[src/hw/rtl/isbn_cd_pkg.sv]
// Shared types and constants for the ISBN check digit stream core.
// Used by every RTL module; depends on nothing.
`default_nettype none

package isbn_cd_pkg;

  localparam int MAX_RAW_LENGTH = 17;
  localparam int COUNT_W        = 5;

  localparam logic [7:0] CHAR_ZERO  = 8'h30;
  localparam logic [7:0] CHAR_NINE  = 8'h39;
  localparam logic [7:0] CHAR_X_UP  = 8'h58;
  localparam logic [7:0] CHAR_X_LOW = 8'h78;
  localparam logic [3:0] DIGIT_X    = 4'd10;

  localparam logic [COUNT_W-1:0] COUNT_MAX         = '1;
  localparam logic [COUNT_W-1:0] RAW_LIMIT         = COUNT_W'(MAX_RAW_LENGTH);
  localparam logic [COUNT_W-1:0] TEN_TAIL_POS      = 5'd9;
  localparam logic [COUNT_W-1:0] TEN_FULL_COUNT    = 5'd10;
  localparam logic [COUNT_W-1:0] THIRTEEN_TAIL_POS = 5'd12;
  localparam logic [COUNT_W-1:0] THIRTEEN_FULL     = 5'd13;
  localparam logic [3:0]         TEN_WEIGHT_TOP    = 4'd10;

  localparam logic [9:0] TEN_HEAD_MAX = 10'd540;

  typedef enum logic [1:0] {
    STATUS_OK        = 2'd0,
    STATUS_MISMATCH  = 2'd1,
    STATUS_BAD_COUNT = 2'd2,
    STATUS_TOO_LONG  = 2'd3
  } status_t;

  typedef enum logic {
    OP_CHECK = 1'b0,
    OP_FIX   = 1'b1
  } op_t;

  typedef struct packed {
    logic               too_long;
    logic               op;
    logic [COUNT_W-1:0] digit_total;
    logic [9:0]         ten_head_sum;
    logic [3:0]         ten_tail_digit;
    logic [8:0]         thirteen_head_sum;
    logic [3:0]         thirteen_tail_digit;
  } snap_t;

endpackage

`default_nettype wire

[src/hw/rtl/isbn_cd_if.sv]
// Channel interfaces of the ISBN check digit stream core: text characters in,
// results out. Valid/ready handshake; depends on nothing.
`default_nettype none

interface isbn_cd_text_if;
  logic       valid;
  logic       ready;
  logic [7:0] ch;
  logic       op;
  logic       last;

  modport source(output valid, ch, op, last, input ready);
  modport sink(input valid, ch, op, last, output ready);
endinterface

interface isbn_cd_result_if;
  logic       valid;
  logic       ready;
  logic [1:0] status;
  logic [3:0] check_digit;
  logic       is_thirteen;
  logic [4:0] digit_total;

  modport source(output valid, status, check_digit, is_thirteen, digit_total, input ready);
  modport sink(input valid, status, check_digit, is_thirteen, digit_total, output ready);
endinterface

`default_nettype wire

[src/hw/rtl/isbn_cd_accum.sv]
// Input register and per-character accumulator: counts, ISBN-10 and ISBN-13 sums.
// Hands a snapshot of the final state to the resolve stage; uses isbn_cd_pkg.
`default_nettype none

module isbn_cd_accum (
  input  wire logic          clk,
  input  wire logic          rst,
  isbn_cd_text_if.sink       text,
  output logic               snap_valid,
  input  wire logic          snap_ready,
  output isbn_cd_pkg::snap_t snap
);

  logic       in_valid;
  logic [7:0] in_ch;
  logic       in_op;
  logic       in_last;

  logic [isbn_cd_pkg::COUNT_W-1:0] raw_count;
  logic [isbn_cd_pkg::COUNT_W-1:0] kept_count;
  logic [9:0]                      ten_head_sum;
  logic [3:0]                      ten_tail_digit;
  logic [8:0]                      thirteen_head_sum;
  logic [3:0]                      thirteen_tail_digit;

  logic [isbn_cd_pkg::COUNT_W-1:0] raw_count_next;
  logic [isbn_cd_pkg::COUNT_W-1:0] kept_count_next;
  logic [9:0]                      ten_head_sum_next;
  logic [3:0]                      ten_tail_digit_next;
  logic [8:0]                      thirteen_head_sum_next;
  logic [3:0]                      thirteen_tail_digit_next;

  logic       take;
  logic       is_digit;
  logic       kept;
  logic [3:0] value;
  logic [3:0] ten_weight;
  logic [7:0] ten_product;
  logic [5:0] thirteen_product;

  assign take       = in_valid && (!in_last || !snap_valid || snap_ready);
  assign text.ready = !in_valid || take;

  always_comb begin
    is_digit = (in_ch >= isbn_cd_pkg::CHAR_ZERO) && (in_ch <= isbn_cd_pkg::CHAR_NINE);
    kept     = is_digit || (in_ch == isbn_cd_pkg::CHAR_X_UP) ||
               (in_ch == isbn_cd_pkg::CHAR_X_LOW);
    value    = is_digit ? in_ch[3:0] : isbn_cd_pkg::DIGIT_X;

    ten_weight       = isbn_cd_pkg::TEN_WEIGHT_TOP - kept_count[3:0];
    ten_product      = 8'(value) * 8'(ten_weight);
    thirteen_product = kept_count[0] ? (6'({value, 1'b0}) + 6'(value)) : 6'(value);

    ten_head_sum_next        = ten_head_sum;
    ten_tail_digit_next      = ten_tail_digit;
    thirteen_head_sum_next   = thirteen_head_sum;
    thirteen_tail_digit_next = thirteen_tail_digit;
    kept_count_next          = kept_count;

    if (kept) begin
      if (kept_count < isbn_cd_pkg::TEN_TAIL_POS) begin
        ten_head_sum_next = ten_head_sum + 10'(ten_product);
      end else if (kept_count == isbn_cd_pkg::TEN_TAIL_POS) begin
        ten_tail_digit_next = value;
      end
      if (kept_count < isbn_cd_pkg::THIRTEEN_TAIL_POS) begin
        thirteen_head_sum_next = thirteen_head_sum + 9'(thirteen_product);
      end else if (kept_count == isbn_cd_pkg::THIRTEEN_TAIL_POS) begin
        thirteen_tail_digit_next = value;
      end
      if (kept_count != isbn_cd_pkg::COUNT_MAX) begin
        kept_count_next = kept_count + 1'b1;
      end
    end

    raw_count_next = (raw_count != isbn_cd_pkg::COUNT_MAX) ? raw_count + 1'b1 : raw_count;
  end

  always_ff @(posedge clk) begin
    if (rst) begin
      in_valid <= 1'b0;
    end else if (text.ready) begin
      in_valid <= text.valid;
    end
    if (text.ready && text.valid) begin
      in_ch   <= text.ch;
      in_op   <= text.op;
      in_last <= text.last;
    end
  end

  always_ff @(posedge clk) begin
    if (rst) begin
      raw_count           <= '0;
      kept_count          <= '0;
      ten_head_sum        <= '0;
      ten_tail_digit      <= '0;
      thirteen_head_sum   <= '0;
      thirteen_tail_digit <= '0;
      snap_valid          <= 1'b0;
    end else begin
      if (take && in_last) begin
        snap_valid <= 1'b1;
      end else if (snap_ready) begin
        snap_valid <= 1'b0;
      end
      if (take) begin
        if (in_last) begin
          raw_count           <= '0;
          kept_count          <= '0;
          ten_head_sum        <= '0;
          ten_tail_digit      <= '0;
          thirteen_head_sum   <= '0;
          thirteen_tail_digit <= '0;
        end else begin
          raw_count           <= raw_count_next;
          kept_count          <= kept_count_next;
          ten_head_sum        <= ten_head_sum_next;
          ten_tail_digit      <= ten_tail_digit_next;
          thirteen_head_sum   <= thirteen_head_sum_next;
          thirteen_tail_digit <= thirteen_tail_digit_next;
        end
      end
    end
  end

  always_ff @(posedge clk) begin
    if (take && in_last) begin
      snap.too_long            <= raw_count >= isbn_cd_pkg::RAW_LIMIT;
      snap.op                  <= in_op;
      snap.digit_total         <= kept_count_next;
      snap.ten_head_sum        <= ten_head_sum_next;
      snap.ten_tail_digit      <= ten_tail_digit_next;
      snap.thirteen_head_sum   <= thirteen_head_sum_next;
      snap.thirteen_tail_digit <= thirteen_tail_digit_next;
    end
  end

  a_clear_after_last: assert property (@(posedge clk) disable iff (rst)
    take && in_last |=> kept_count == '0 && raw_count == '0)
    else $error("accumulator not cleared after last character");

  a_snap_hold: assert property (@(posedge clk) disable iff (rst)
    snap_valid && !snap_ready |=> snap_valid && $stable(snap))
    else $error("snapshot changed while stalled");

  a_ten_bound: assert property (@(posedge clk) disable iff (rst)
    ten_head_sum <= isbn_cd_pkg::TEN_HEAD_MAX)
    else $error("ISBN-10 head sum out of range");

endmodule

`default_nettype wire

[src/hw/rtl/isbn_cd_resolve.sv]
// Resolve stage: turns a final snapshot into status and check digit, held in
// the result register. Uses isbn_cd_pkg and isbn_cd_result_if.
`default_nettype none

module isbn_cd_resolve (
  input  wire logic                clk,
  input  wire logic                rst,
  input  wire logic                snap_valid,
  output logic                     snap_ready,
  input  wire isbn_cd_pkg::snap_t  snap,
  isbn_cd_result_if.source         result
);

  function automatic logic [3:0] mod11(input logic [9:0] x);
    logic [18:0] p;
    logic [6:0]  q;
    logic [9:0]  r;
    p = 19'(x) * 19'(373);
    q = p[18:12];
    r = x - (10'({q, 3'b000}) + 10'({q, 1'b0}) + 10'(q));
    return r[3:0];
  endfunction

  function automatic logic [3:0] mod10(input logic [8:0] x);
    logic [16:0] p;
    logic [5:0]  q;
    logic [8:0]  r;
    p = 17'(x) * 17'(205);
    q = p[16:11];
    r = x - (9'({q, 3'b000}) + 9'({q, 1'b0}));
    return r[3:0];
  endfunction

  logic                  out_valid;
  isbn_cd_pkg::status_t  out_status;
  logic [3:0]            out_check_digit;
  logic                  out_is_thirteen;
  logic [4:0]            out_digit_total;

  isbn_cd_pkg::status_t  status_next;
  logic [3:0]            check_digit_next;
  logic                  is_thirteen_next;
  logic                  fmt_ten;
  logic                  fmt_thirteen;
  logic                  partial;
  logic [3:0]            ten_rem;
  logic [3:0]            thirteen_rem;
  logic [4:0]            ten_check_sum;
  logic [4:0]            thirteen_check_sum;
  logic                  ten_ok;
  logic                  thirteen_ok;

  assign snap_ready = !out_valid || result.ready;

  always_comb begin
    fmt_ten      = (snap.digit_total == isbn_cd_pkg::TEN_TAIL_POS) ||
                   (snap.digit_total == isbn_cd_pkg::TEN_FULL_COUNT);
    fmt_thirteen = (snap.digit_total == isbn_cd_pkg::THIRTEEN_TAIL_POS) ||
                   (snap.digit_total == isbn_cd_pkg::THIRTEEN_FULL);
    partial      = (snap.digit_total == isbn_cd_pkg::TEN_TAIL_POS) ||
                   (snap.digit_total == isbn_cd_pkg::THIRTEEN_TAIL_POS);

    ten_rem            = mod11(snap.ten_head_sum);
    thirteen_rem       = mod10(snap.thirteen_head_sum);
    ten_check_sum      = 5'(ten_rem) + 5'(snap.ten_tail_digit);
    thirteen_check_sum = 5'(thirteen_rem) + 5'(snap.thirteen_tail_digit);
    ten_ok             = (ten_check_sum == 5'd0) || (ten_check_sum == 5'd11);
    thirteen_ok        = (thirteen_check_sum == 5'd0) || (thirteen_check_sum == 5'd10);

    status_next      = isbn_cd_pkg::STATUS_OK;
    check_digit_next = 4'd0;
    is_thirteen_next = 1'b0;

    if (snap.too_long) begin
      status_next = isbn_cd_pkg::STATUS_TOO_LONG;
    end else if (!(fmt_ten || fmt_thirteen) ||
                 (snap.op == isbn_cd_pkg::OP_CHECK && partial)) begin
      status_next = isbn_cd_pkg::STATUS_BAD_COUNT;
    end else begin
      is_thirteen_next = fmt_thirteen;
      if (snap.op == isbn_cd_pkg::OP_CHECK) begin
        if (fmt_thirteen ? !thirteen_ok : !ten_ok) begin
          status_next = isbn_cd_pkg::STATUS_MISMATCH;
        end
      end else if (fmt_thirteen) begin
        check_digit_next = (thirteen_rem == 4'd0) ? 4'd0 : 4'd10 - thirteen_rem;
      end else begin
        check_digit_next = (ten_rem == 4'd0) ? 4'd0 : 4'd11 - ten_rem;
      end
    end
  end

  always_ff @(posedge clk) begin
    if (rst) begin
      out_valid <= 1'b0;
    end else if (snap_ready) begin
      out_valid <= snap_valid;
    end
    if (snap_ready && snap_valid) begin
      out_status      <= status_next;
      out_check_digit <= check_digit_next;
      out_is_thirteen <= is_thirteen_next;
      out_digit_total <= snap.digit_total;
    end
  end

  assign result.valid       = out_valid;
  assign result.status      = out_status;
  assign result.check_digit = out_check_digit;
  assign result.is_thirteen = out_is_thirteen;
  assign result.digit_total = out_digit_total;

  a_reject_clean: assert property (@(posedge clk) disable iff (rst)
    out_valid && (out_status == isbn_cd_pkg::STATUS_TOO_LONG ||
                  out_status == isbn_cd_pkg::STATUS_BAD_COUNT)
    |-> out_check_digit == 4'd0 && !out_is_thirteen)
    else $error("rejected result carries a check digit or format");

  a_digit_range: assert property (@(posedge clk) disable iff (rst)
    out_valid |-> out_check_digit <= 4'd10)
    else $error("check digit out of range");

  a_snap_to_result: assert property (@(posedge clk) disable iff (rst)
    snap_valid && snap_ready |=> out_valid)
    else $error("snapshot taken without a result");

endmodule

`default_nettype wire

[src/hw/rtl/isbn_cd_core.sv]
`default_nettype none
// ISBN check digit stream core, top level.
// Channel text carries one ASCII character per request (ch), the mode (op:
// 0 check, 1 compute the missing check digit, sampled with the last
// character) and last, which marks the final character of one ISBN text.
// Digits and x/X are kept, X worth 10; all other characters are dropped.
// Channel result carries one request per ISBN text: status, check_digit,
// is_thirteen and digit_total.
// Throughput: one character per cycle while text.ready is high, set by the
// accumulator between the input register and the snapshot register.
// The last character passes the input register, snapshot register and result
// register before the result is valid; a stalled receiver can hold it back.
// Reset clears all counts and sums and empties every stage; the block then
// takes text at once. Counts and sums clear after each last character.
// When the receiver stalls, the held result and one pending snapshot keep
// their values, and characters that end no text still flow in; text.ready
// drops only when a last character finds both held.
// Depends on isbn_cd_pkg, isbn_cd_if, isbn_cd_accum and isbn_cd_resolve.

module isbn_check_digit_stream_core (
  input  wire logic        clk,
  input  wire logic        rst,
  isbn_cd_text_if.sink     text,
  isbn_cd_result_if.source result
);

  logic               snap_valid;
  logic               snap_ready;
  isbn_cd_pkg::snap_t snap;

  isbn_cd_accum u_accum (
    .clk        (clk),
    .rst        (rst),
    .text       (text),
    .snap_valid (snap_valid),
    .snap_ready (snap_ready),
    .snap       (snap)
  );

  isbn_cd_resolve u_resolve (
    .clk        (clk),
    .rst        (rst),
    .snap_valid (snap_valid),
    .snap_ready (snap_ready),
    .snap       (snap),
    .result     (result)
  );

endmodule

`default_nettype wire
[src/flat_wrapper.sv]
// flat-port wrapper written by rule: the top's interface ports become plain ports
module isbn_check_digit_stream_core_flat 
  (clk, rst, text_valid, text_ch, text_op, text_last, text_ready, result_valid, result_status, result_check_digit, result_is_thirteen, result_digit_total, result_ready);
  isbn_cd_text_if text_i ();
  isbn_cd_result_if result_i ();
  input  wire logic clk;
  input  wire logic rst;
  input wire logic [$bits(text_i.valid)-1:0] text_valid;
  input wire logic [$bits(text_i.ch)-1:0] text_ch;
  input wire logic [$bits(text_i.op)-1:0] text_op;
  input wire logic [$bits(text_i.last)-1:0] text_last;
  output wire logic [$bits(text_i.ready)-1:0] text_ready;
  output wire logic [$bits(result_i.valid)-1:0] result_valid;
  output wire logic [$bits(result_i.status)-1:0] result_status;
  output wire logic [$bits(result_i.check_digit)-1:0] result_check_digit;
  output wire logic [$bits(result_i.is_thirteen)-1:0] result_is_thirteen;
  output wire logic [$bits(result_i.digit_total)-1:0] result_digit_total;
  input wire logic [$bits(result_i.ready)-1:0] result_ready;
  assign text_i.valid = text_valid;
  assign text_i.ch = text_ch;
  assign text_i.op = text_op;
  assign text_i.last = text_last;
  assign text_ready = text_i.ready;
  assign result_valid = result_i.valid;
  assign result_status = result_i.status;
  assign result_check_digit = result_i.check_digit;
  assign result_is_thirteen = result_i.is_thirteen;
  assign result_digit_total = result_i.digit_total;
  assign result_i.ready = result_ready;
  isbn_check_digit_stream_core u_core (.clk(clk), .rst(rst), .text(text_i), .result(result_i));
endmodule
[config.mk]
export PLATFORM = sky130hd
export DESIGN_NAME = isbn_check_digit_stream_core_flat
export DESIGN_NICKNAME = d
export VERILOG_FILES = /design/src/hw/rtl/isbn_cd_pkg.sv /design/src/hw/rtl/isbn_cd_if.sv /design/src/hw/rtl/isbn_cd_accum.sv /design/src/hw/rtl/isbn_cd_resolve.sv /design/src/hw/rtl/isbn_cd_core.sv /design/src/flat_wrapper.sv
export SDC_FILE = /design/constraint.sdc
export NUM_CORES = 1
export LEC_CHECK = 0
export BUFFER_PORTS_ARGS = -buffer_cell sky130_fd_sc_hd__buf_2
export CELL_PAD_IN_SITES_DETAIL_PLACEMENT = 1
export CELL_PAD_IN_SITES_GLOBAL_PLACEMENT = 1
export CORE_MARGIN = 8
export CORE_UTILIZATION = 25
export CTS_CLUSTER_DIAMETER = 200
export DETAILED_ROUTE_END_ITERATION = 7
export PLACE_DENSITY = 0.44
export SYNTH_ARGS = -nofsm -noshare
export SYNTH_HDL_FRONTEND = slang
export SYNTH_HIERARCHICAL = 1
export SYNTH_SLANG_ARGS = --single-unit
[constraint.sdc]
create_clock -name clk -period 12.6 [get_ports clk]
set_input_delay 2.52 -clock clk [delete_from_list [all_inputs] [get_ports clk]]
set_output_delay 2.52 -clock clk [all_outputs]
set_load 0.05 [all_outputs]
# Word-level counts from Yosys, hierarchy flattened
# Cells that the tools add are included.
totals:
  out_inout_bits: 14
  regBits: 96
  word_cells: 125
  input_bits: 14
op_classes:
  order_cmp: 5
  mul: 3
  addsub: 15
  bitwise: 1
  muxes: 30
  n_eq_ne: 12
  n_reduce_logical: 35
ops:
  columns: ["op", "count"]
  rows:
  - ["$mux W4", 12]
  - ["$eq A5 B4 Y1 const B", 8]
  - ["$mux W10", 3]
  - ["$mux W9", 3]
  - ["$mux W5", 5]
  - ["$eq A8 B7 Y1 const B", 2]
  - ["$mul A10 B9 Y16 const B", 1]
  - ["$mul A9 B8 Y14 const B", 1]
  - ["$logic_or A1 B1 Y1", 13]
  - ["$add A4 B4 Y4", 3]
  - ["$sub A4 B4 Y4 const A", 3]
  - ["$add A10 B8 Y10", 1]
  - ["$add A4 B4 Y5", 2]
  - ["$add A5 B1 Y5 const B", 2]
  - ["$logic_not A5 Y1", 2]
  - ["$lt A5 B4 Y1 const B", 2]
  - ["$ne A5 B5 Y1 const B", 2]
  - ["$add A9 B6 Y9", 1]
  - ["$ge A8 B6 Y1 const B", 1]
  - ["$le A8 B6 Y1 const B", 1]
  - ["$logic_not A4 Y1", 2]
  - ["$mul A4 B4 Y8", 1]
  - ["$sub A4 B4 Y4", 2]
  - ["$logic_not A1 Y1", 7]
  - ["other kinds (10)", 21]

# Logic depth before layout (Yosys ltp)
# Gate-level depths: netlist of the first run.
depth:
  word_depth: 12
  mapped_depth: 29
  mapped_depth_nobuf: 29

# Modules after synthesis
# The synthesis of the first run kept the hierarchy.
by_module_without_submodules:
  columns: ["mod", "instances", "seq_area_each_um2", "cells_per_inst", "area_per_inst_um2"]
  rows:
  - ["isbn_cd_accum", 1, 2102.0, 424, 4526.8]
  - ["isbn_cd_resolve", 1, 380.4, 399, 3748.6]

# Worst setup path after synthesis of the first run
# OpenSTA, ideal clock, no wires.
synth_path:
  kind: "flip-flop to flip-flop"
  start: "register u_core/u_accum/snap[18] (netlist name)"
  end: "register u_core.u_resolve.out_status[0] (netlist: u_core/u_resolve/result.status[0]), data pin"
  slack_ps: 6021
  setup_ps: 256
  arrival_time_ps: 6323
  synth_period_minus_slack_ps: 6579
  t_required_ps: 12344
  path_buffers: 0
  stages_incl_launch_ff: 25
  cell_sequence: "edfxtp_1 ha_1 inv_1 fa_1 inv_1 fa_1 inv_1 fa_1 inv_1 ha_1 a2111oi_0 a21oi_2 a31oi_1 xnor2_1 ha_1 fa_1 inv_1 nor4_1 xnor2_1 xnor2_1 ha_1 xnor2_1 and3_1 o221ai_1 a31o_2"
synth_via:
  elab_chain_len: 12
  word_cells_on_any_way: 13
  cone_classes: "add/sub: 4; mul: 1; eq/ne: 1; mux: 4; reduce/logical: 3"
synth_rtl:
  columns: ["item", "line", "rtl"]
  rows:
  - ["$mul A10 B9 Y16", "isbn_cd_resolve.sv:18", "p = 19'(x) * 19'(373);"]
  - ["$add A4 B4 Y4 (2 in a row)", "isbn_cd_resolve.sv:20", "r = x - (10'({q, 3'b000}) + 10'({q, 1'b0}) + 10'(q));"]
  - ["$sub A4 B4 Y4 (*)", "isbn_cd_resolve.sv:20", null]
  - ["$add A4 B4 Y5 (*)", "isbn_cd_resolve.sv:65", "ten_check_sum = 5'(ten_rem) + 5'(snap.ten_tail_digit);"]
  - ["$eq A5 B4 Y1 / $logic_not A5 Y1 (equally long branches)", "isbn_cd_resolve.sv:67", "ten_ok = (ten_check_sum == 5'd0) || (ten_check_sum == 5'd11);"]
  - ["$logic_or A1 B1 Y1 (*)", "isbn_cd_resolve.sv:67", null]
  - ["$logic_not A1 Y1 (*)", "isbn_cd_resolve.sv:82", "if (fmt_thirteen ? !thirteen_ok : !ten_ok) begin"]
  - ["$mux W1 (*) (2 in a row)", "isbn_cd_resolve.sv:82", null]
  - ["$mux W1 (*)", "isbn_cd_resolve.sv:81", "if (snap.op == isbn_cd_pkg::OP_CHECK) begin"]
  - ["$mux W1 (*)", "isbn_cd_resolve.sv:76", "end else if (!(fmt_ten || fmt_thirteen) ||"]
  - ["to (signal assigned)", "isbn_cd_resolve.sv:100", "out_status <= status_next;"]
  - ["to (decl)", "isbn_cd_resolve.sv:35", "isbn_cd_pkg::status_t out_status;"]
# Every way passes the cells marked *; elsewhere a longest branch is shown, timed or not.
# A chain may end at the register's enable or synchronous reset.

# Worst setup path in the final report of the first run
layout_path:
  start: "register u_core/u_accum/snap[7] (netlist name)"
  end: "register u_core.u_resolve.out_status[0] (netlist: u_core/u_resolve/result.status[0]), data pin"
layout_via:
  elab_chain_len: 11
  word_cells_on_any_way: 12
  cone_classes: "add/sub: 3; mul: 1; eq/ne: 1; mux: 4; reduce/logical: 3"
layout_rtl:
  columns: ["item", "line", "rtl"]
  rows:
  - ["$mul A9 B8 Y14", "isbn_cd_resolve.sv:28", "p = 17'(x) * 17'(205);"]
  - ["$add A4 B4 Y4", "isbn_cd_resolve.sv:30", "r = x - (9'({q, 3'b000}) + 9'({q, 1'b0}));"]
  - ["$sub A4 B4 Y4 (*)", "isbn_cd_resolve.sv:30", null]
  - ["$add A4 B4 Y5 (*)", "isbn_cd_resolve.sv:66", "thirteen_check_sum = 5'(thirteen_rem) + 5'(snap.thirteen_tail_digit);"]
  - ["$eq A5 B4 Y1 / $logic_not A5 Y1 (equally long branches)", "isbn_cd_resolve.sv:68", "thirteen_ok = (thirteen_check_sum == 5'd0) || (thirteen_check_sum == 5'd10);"]
  - ["$logic_or A1 B1 Y1 (*)", "isbn_cd_resolve.sv:68", null]
  - ["$logic_not A1 Y1 (*)", "isbn_cd_resolve.sv:82", null]
  - ["$mux W1 (*) (2 in a row)", "isbn_cd_resolve.sv:82", null]
  - ["$mux W1 (*)", "isbn_cd_resolve.sv:81", null]
  - ["$mux W1 (*)", "isbn_cd_resolve.sv:76", null]
# Marked as above.

==> key figures, run 1 <==
Synthesis
  • Post-synth top cells: inv_1 (153), ha_1 (121), nor2_1 (58), edfxtp_1 (56), fa_1 (56)
  • Post-synth EDFFs: 56
  • Top_reg_cell synth: edfxtp_1
  • Synthesized area: 8280 sq um
  • Post-synthesis sequential area ratio: 0.300
  • Area contributors post-synth: edfxtp_1 (20%), ha_1 (18%), fa_1 (14%), dfxtp_1 (9.7%), inv_1 (6.9%)
  • Area leader, netlist: edfxtp_1
  • Mapped Cells: 823
  • Yosys warning count: 6
  • Post-synthesis cell type count: 68
  • Syn_area_per_cell: 10.1 sq um
  • Syn Nets: 1,014
  • Async S/R FF share, synth: 0
  • Synth top area share: 0.203
  • FF+latch count, synth: 96
  • Top-count cell post-synth: inv_1

Power and ir drop
  • Leak: 4.08 nW
  • PwrDens: 183 nW/um^2
  • Tot Pwr: 1.69 mW
  • Worst vdd ir: 0.000140 V

Global route
  • Number of global-route vias before repair: 6,100
  • First-pass GRT wire length: 33,800 um
  • GRT Overall Usage: 0.110
  • Total gr overflow: 0
  • Initial antenna violation count: 0
  • Largest net degree at the start of global routing: 28

STA
  • Least-Margin Pin Slew: 1.09 ns
  • Slew Viols, Final: 0
  • Setup WS post-layout: 5.62 ns
  • WHS: 0.469 ns
  • Clock Skew: 0.0155 ns
  • Setup TNS: 0 ns
  • Min cycle time layout: 6.98 ns
  • Slew margin rel.: 0.267
  • F_max: 0.143 GHz
  • Unrepaired setup endpoints after global routing: no
  • Final cycle utilization of the critical path: 0.554
  • Final setup fails: 0
  • Final Hold Viols: 0

Drt
  • DRC: 0
  • Drt initial violations: 155
  • 1st-pass router iterations: 4
  • Routed length per instance: 15.9 um
  • Drt via density: 4.40
  • WL final: 20,600 um
  • Vias after detailed routing: 5,699
  • Post-DRT Antenna Nets: 0

Die
  • Die Span Y: 198 um
  • I/O pin count: 28
  • Die width: 198 um
  • Core Box Area: 32,500 sq um
  • Row cnt: 66
  • Die area: 39,200 sq um
  • Initial Utilization: 0.254

Finish
  • Area delta synth->final: 11.8%
  • Multi-input gate area: 5160 sq um
  • Post-route cell area: 9250 sq um
  • Share of layout cells above drive strength 1: 0.0939
  • Reg area: 2480 sq um
  • Fill cells: 3,761
  • ANT cells: 0
  • Nets: 1,038
  • Final core utilization: 0.284
  • Layout Cells excl Fill: 1,294

Place
  • DP HPWL: 16,600 um
  • # port buffers: 27
  • GPL Wtd Cong: 0.727
  • Inst Count DP: 1,278
  • Pre-CTS WS: 5.58 ns
  • Placed cell area: 8930 sq um

CTS
  • Post-CTS Setup Inserts: 0
  • CTS tree: done
  • Clock Root Buffer: clkbuf_16
  • Post-cts resize count: 0
  • Num CTS Buffers: 9
  • Clock Latency Late Sink: 0.37 ns
  • Clock-pin transition on the worst setup and hold timing paths: 0.08 ns
  • Sink Count: 96
  • # hold bufs at CTS: 0
  • Bufs on Longest Clock Path: 2
  • H-tree depth: 3

Critical path
  • Setup CP Type: reg -> reg
  • Req. time, crit path: 12.72 ns
  • CP arrival: 7.10 ns
  • Worst reg2reg setup slack: 5.62 ns
  • Critical path peak fanout: 4
  • Crit start category: flop
  • Setup crit end kind: flop

Job
  • MaxCap Viol Count: 0

Run status
  • Status: finished, final reports clean

Min path
  • HP Class: reg -> reg
-- cells in the final DEF (no fill, tap or decap), types with 11 or more instances in the layout --
cell type / count
a21o_1: 11
a21oi_1: 38
buf_2: 27
dfxtp_1: 40
edfxtp_1: 56
fa_1: 56
ha_1: 121
inv_1: 153
mux2_2: 18
nand2_1: 25
nand3_1: 12
nor2_1: 56
o21ai_0: 22
xnor2_1: 35
xor2_1: 15
-- final cells by class --
| type | instances | share of cell area |
|---|---|---|
| sequential | 96 | 0.268 |
| clock buffer | 9 | 0.0243 |
| timing repair buffer | 31 | 0.0178 |
| multi-input combinational | 556 | 0.558 |
| tap | 442 | 0.0598 |
| inverter | 153 | 0.0621 |
| clock inverter | 7 | 0.0100 |
-- sequential cells by signal (all words and copies together), names as in the netlist, 2 cells and up --
| name | flops |
|---|---|
| u_core/u_accum/ten_head_sum | 10 |
| u_core/u_resolve/result.digit_total | 5 |
| u_core/u_accum/snap | 34 |
| u_core/u_accum/thirteen_tail_digit | 4 |
| u_core/u_resolve/result.check_digit | 4 |
| u_core/u_accum/thirteen_head_sum | 9 |
| u_core/u_accum/raw_count | 5 |
| u_core/u_accum/kept_count | 5 |
| u_core/u_accum/ten_tail_digit | 4 |
| u_core/u_accum/in_ch | 8 |
| u_core/u_resolve/result.status | 2 |
-- power breakdown --
part | total, mW | switching, mW | internal (mW) | leakage [nW]
clock network | 0.302 | 0.141 | 0.161 | 0.158
registers | 0.347 | 0.00761 | 0.340 | 0.848
logic | 1.04 | 0.574 | 0.466 | 3.07
-- routing by layer --
metal / track usage / vias up / wire length, um
met1: 0.157 / 2781 / 11100
met2: 0.169 / 52 / 8820
li1: - / 2857 / -
met5: 0 / - / 0
met4: 0.0230 / 0 / 170
met3: 0.0209 / 9 / 503
-- final timing paths --
kind                                                 startpoint                                                 end  depth (start not counted)
min          u_core/u_accum/thirteen_tail_digit[1]$_SDFFE_PP0P_  u_core/u_accum/thirteen_tail_digit[1]$_SDFFE_PP0P_                          1
max reg2reg                    u_core/u_accum/snap[7]$_DFFE_PP_     u_core/u_resolve/result.status[0]$_SDFFCE_PP1P_                         27
max                            u_core/u_accum/snap[7]$_DFFE_PP_     u_core/u_resolve/result.status[0]$_SDFFCE_PP1P_                         27
min reg2reg  u_core/u_accum/thirteen_tail_digit[1]$_SDFFE_PP0P_  u_core/u_accum/thirteen_tail_digit[1]$_SDFFE_PP0P_                          1
-- critical path, cell delays in order (launching register included) --
cell and delay [ns]:
edfxtp_1 0.47, ha_1 0.33, inv_1 0.06, fa_1 0.54, inv_1 0.06, fa_1 0.52
inv_1 0.06, fa_1 0.53, inv_1 0.04, ha_1 0.30, a21o_1 0.20, a21oi_1 0.23
o21ai_0 0.22, a21oi_1 0.22, xnor2_1 0.09, ha_1 0.31, nor3b_1 0.43, and3b_1 0.24
mux2i_1 0.17, o211ai_2 0.11, xnor2_1 0.15, xnor2_1 0.33, inv_1 0.09, ha_1 0.34
xor2_1 0.19, xnor2_1 0.13, nand4_1 0.11, a31o_2 0.25
-- logic make-up after synthesis --
group / after synthesis / synth area share
AO/OA/AOI/OAI: 149 / 0.124
buffers and inverters: 171 / 0.0777
multiplexers: 21 / 0.0281
AND/OR/NAND/NOR: 158 / 0.0966
XOR/XNOR: 51 / 0.0549
adder cells (fa/ha/maj): 177 / 0.318
flip-flops: 96 / 0.300
Note: power is estimated with default switching activity, not from simulation.
==> inputs of run 2 (changes only) <==
Clock period 12.6 ns to 6.9 ns, I/O delays scaled along.
==> run 2 against run 1 <==
Combinational power grew 100%. Non-clock buffer count grew 18. Worst setup slack got worse by 5.2 ns. Routed wire length down 0.87%. Clock-buffer cell count increased by 2. Sequential power is 82% higher. First-iteration DRC count grew 25%. Critical path depth shrank 2. Critical path type unchanged.
==> key figures, run 2 (same netlist as run 1, synthesis figures left out) <==
Global route
  • Number of global-route vias before repair: 6,162 (+1.0%)
  • First-pass GRT wire length: 33,400 um (-1.1%)
  • GRT Overall Usage: 0.108 (-0.00139)
  • Initial antenna violation count: 0 (unchanged)
  • Largest net degree at the start of global routing: 37 (+32%)
  • Total gr overflow: 0 (unchanged)

Drt
  • Drt via density: 4.33 (-1.8%)
  • Drt initial violations: 193 (+25%)
  • 1st-pass router iterations: 4 (unchanged)
  • WL final: 20,400 um (-0.87%)
  • Routed length per instance: 15.6 um (-2.2%)
  • Post-DRT Antenna Nets: 0 (unchanged)
  • DRC: 0 (unchanged)
  • Vias after detailed routing: 5,675 (-0.42%)

STA
  • Setup TNS: 0 ns (unchanged)
  • Min cycle time layout: 6.52 ns (-0.463 ns)
  • Final setup fails: 0 (unchanged)
  • Clock Skew: 0.0178 ns (+0.00223 ns)
  • Slew margin rel.: 0.278 (+0.0108)
  • Final Hold Viols: 0 (unchanged)
  • Final cycle utilization of the critical path: 0.945 (+0.391)
  • Least-Margin Pin Slew: 1.08 ns (-0.0137 ns)
  • F_max: 0.153 GHz (+7.1%)
  • Slew Viols, Final: 0 (unchanged)

Finish
  • Area delta synth->final: 14.5%
  • Most common cell after layout, fill and taps aside: inv_1
  • Share of layout cells above drive strength 1: 0.122 (+0.0279)
  • ANT cells: 0 (unchanged)
  • Nets: 1,056 (+1.7%)
  • Biggest regs: u_core/u_accum/snap x34, u_core/u_accum/ten_head_sum x10, u_core/u_accum/thirteen_head_sum x9
  • Layout Cells excl Fill: 1,312 (+1.4%)
  • Largest Register: u_core/u_accum/snap
  • Max FFs per register: 34 (unchanged)
  • Final core utilization: 0.291 (+0.00673)
  • Most frequent cells in the layout: inv_1 (153), ha_1 (118), nor2_1 (56), fa_1 (56), edfxtp_1 (56)

Critical path
  • CP arrival: 6.62 ns (-0.48 ns)
  • Setup CP Type: reg -> reg
  • Req. time, crit path: 7.00 ns (-5.72 ns)
  • Setup crit end kind: flop
  • Crit start category: flop
  • Critical path peak fanout: 5 (+1)

Die
  • Die area: 39,200 sq um (unchanged)
  • Row cnt: 66 (unchanged)
  • Core Box Area: 32,500 sq um (unchanged)
  • Die width: 198 um (unchanged)
  • Initial Utilization: 0.254 (unchanged)
  • I/O pin count: 28 (unchanged)
  • Die Span Y: 198 um (unchanged)

CTS
  • Sink Count: 96 (unchanged)
  • Clock Root Buffer: clkbuf_16
  • # hold bufs at CTS: 0 (unchanged)
  • H-tree depth: 3 (unchanged)
  • Clock-pin transition on the worst setup and hold timing paths: 0.07 ns (about the same)
  • Bufs on Longest Clock Path: 2 (unchanged)
  • Num CTS Buffers: 9 (unchanged)
  • CTS tree: done
  • Clock Latency Late Sink: 0.36 ns (about the same)

Min path
  • HP Class: reg -> reg

Power and ir drop
  • Leak: 4.18 nW (+2.5%)
  • PwrDens: 344 nW/um^2 (+89%)
  • Worst vdd ir: 0.000416 V (+200%)

Place
  • # port buffers: 27 (unchanged)
  • Inst Count DP: 1,286 (+0.63%)
  • DP HPWL: 16,600 um (-0.30%)
  • GPL Wtd Cong: 0.744 (+2.4%)

Job
  • MaxCap Viol Count: 0 (unchanged)

Run status
  • Status: finished, final reports clean
-- run 2: cell count changes in the layout (fill, tap and decap cells not counted), sizes merged --
cell,change
buf,+18
bufinv,-1
clkbuf,+2
inv,-1
-- run 2: metrics by stage --
stage	worst slack (ns)	power [mW]	hold slack (ns)	area, sq um
after global routing	-0.0305	3.62	0.476	9470
after detailed placement	-0.00501	2.56	0.451	8990
after global placement	0.0477	2.59	0.447	8990
final	0.383	3.26	0.467	9470
after floorplan	0.321	2.19	0.400	8280
after CTS	0.0109	3.13	0.471	9300
-- run 2: area by class of cell --
type                       count  area [sq um]
clock buffer                  11           254
timing repair buffer          49           300
inverter                     153           574
fill                        3779         23100
tap                          442           553
multi-input combinational    556          5260
clock inverter                 5          46.3
sequential                    96          2480
-- run 2: power by group --
| part | leakage [nW] | internal, mW | total, mW | switching, mW |
|---|---|---|---|---|
| clock | 0.148 | 0.274 | 0.516 | 0.242 |
| sequential | 0.847 | 0.621 | 0.633 | 0.0126 |
| combinational | 3.19 | 0.989 | 2.11 | 1.12 |
-- run 2: path summary, 6_finish.rpt --
check	end	slack (ns)	start	cells past startpoint
max	u_core/u_resolve/result.status[0]$_SDFFCE_PP1P_	0.38	u_core/u_accum/snap[18]$_DFFE_PP_	25
min	u_core/u_accum/ten_tail_digit[2]$_SDFFE_PP0P_	0.47	u_core/u_accum/ten_tail_digit[2]$_SDFFE_PP0P_	1
max reg2reg	u_core/u_resolve/result.status[0]$_SDFFCE_PP1P_	0.38	u_core/u_accum/snap[18]$_DFFE_PP_	25
min reg2reg	u_core/u_accum/ten_tail_digit[2]$_SDFFE_PP0P_	0.47	u_core/u_accum/ten_tail_digit[2]$_SDFFE_PP0P_	1
-- run 2: worst max-delay path, stage by stage, from the launching register on --
cell and delay [ns]:
edfxtp_1 0.40, ha_1 0.31, inv_1 0.06, fa_1 0.52
inv_1 0.06, fa_1 0.52, inv_1 0.06, fa_1 0.53
inv_1 0.04, ha_1 0.33, a2111oi_4 0.31, a21oi_2 0.15
a31oi_1 0.22, xnor2_1 0.17, ha_1 0.28, fa_1 0.41
xor2_1 0.16, xnor2_1 0.18, xnor2_1 0.11, xnor2_1 0.27
xnor2_1 0.12, ha_1 0.33, xnor2_2 0.18, and3_1 0.18
o221ai_1 0.12, a31o_2 0.26
-- run 2: what timing repair did --
| item | CTS | global route |
|---|---|---|
| pin swaps | 0 | 7 |
| endpoints found under the setup margin | 1 | 4 |
| gates resized for setup | 1 | 13 |
| buffers inserted | 0 | 10 |
| hold endpoints to repair | 0 | 0 |
-- run 2: layer usage --
layer | vias to the layer above | global-route usage | routed length, um
met5 | - | 0 | 0
met4 | 0 | 0.0230 | 169
met3 | 8 | 0.0182 | 394
met2 | 48 | 0.173 | 9140
met1 | 2720 | 0.151 | 10700
li1 | 2899 | - | -
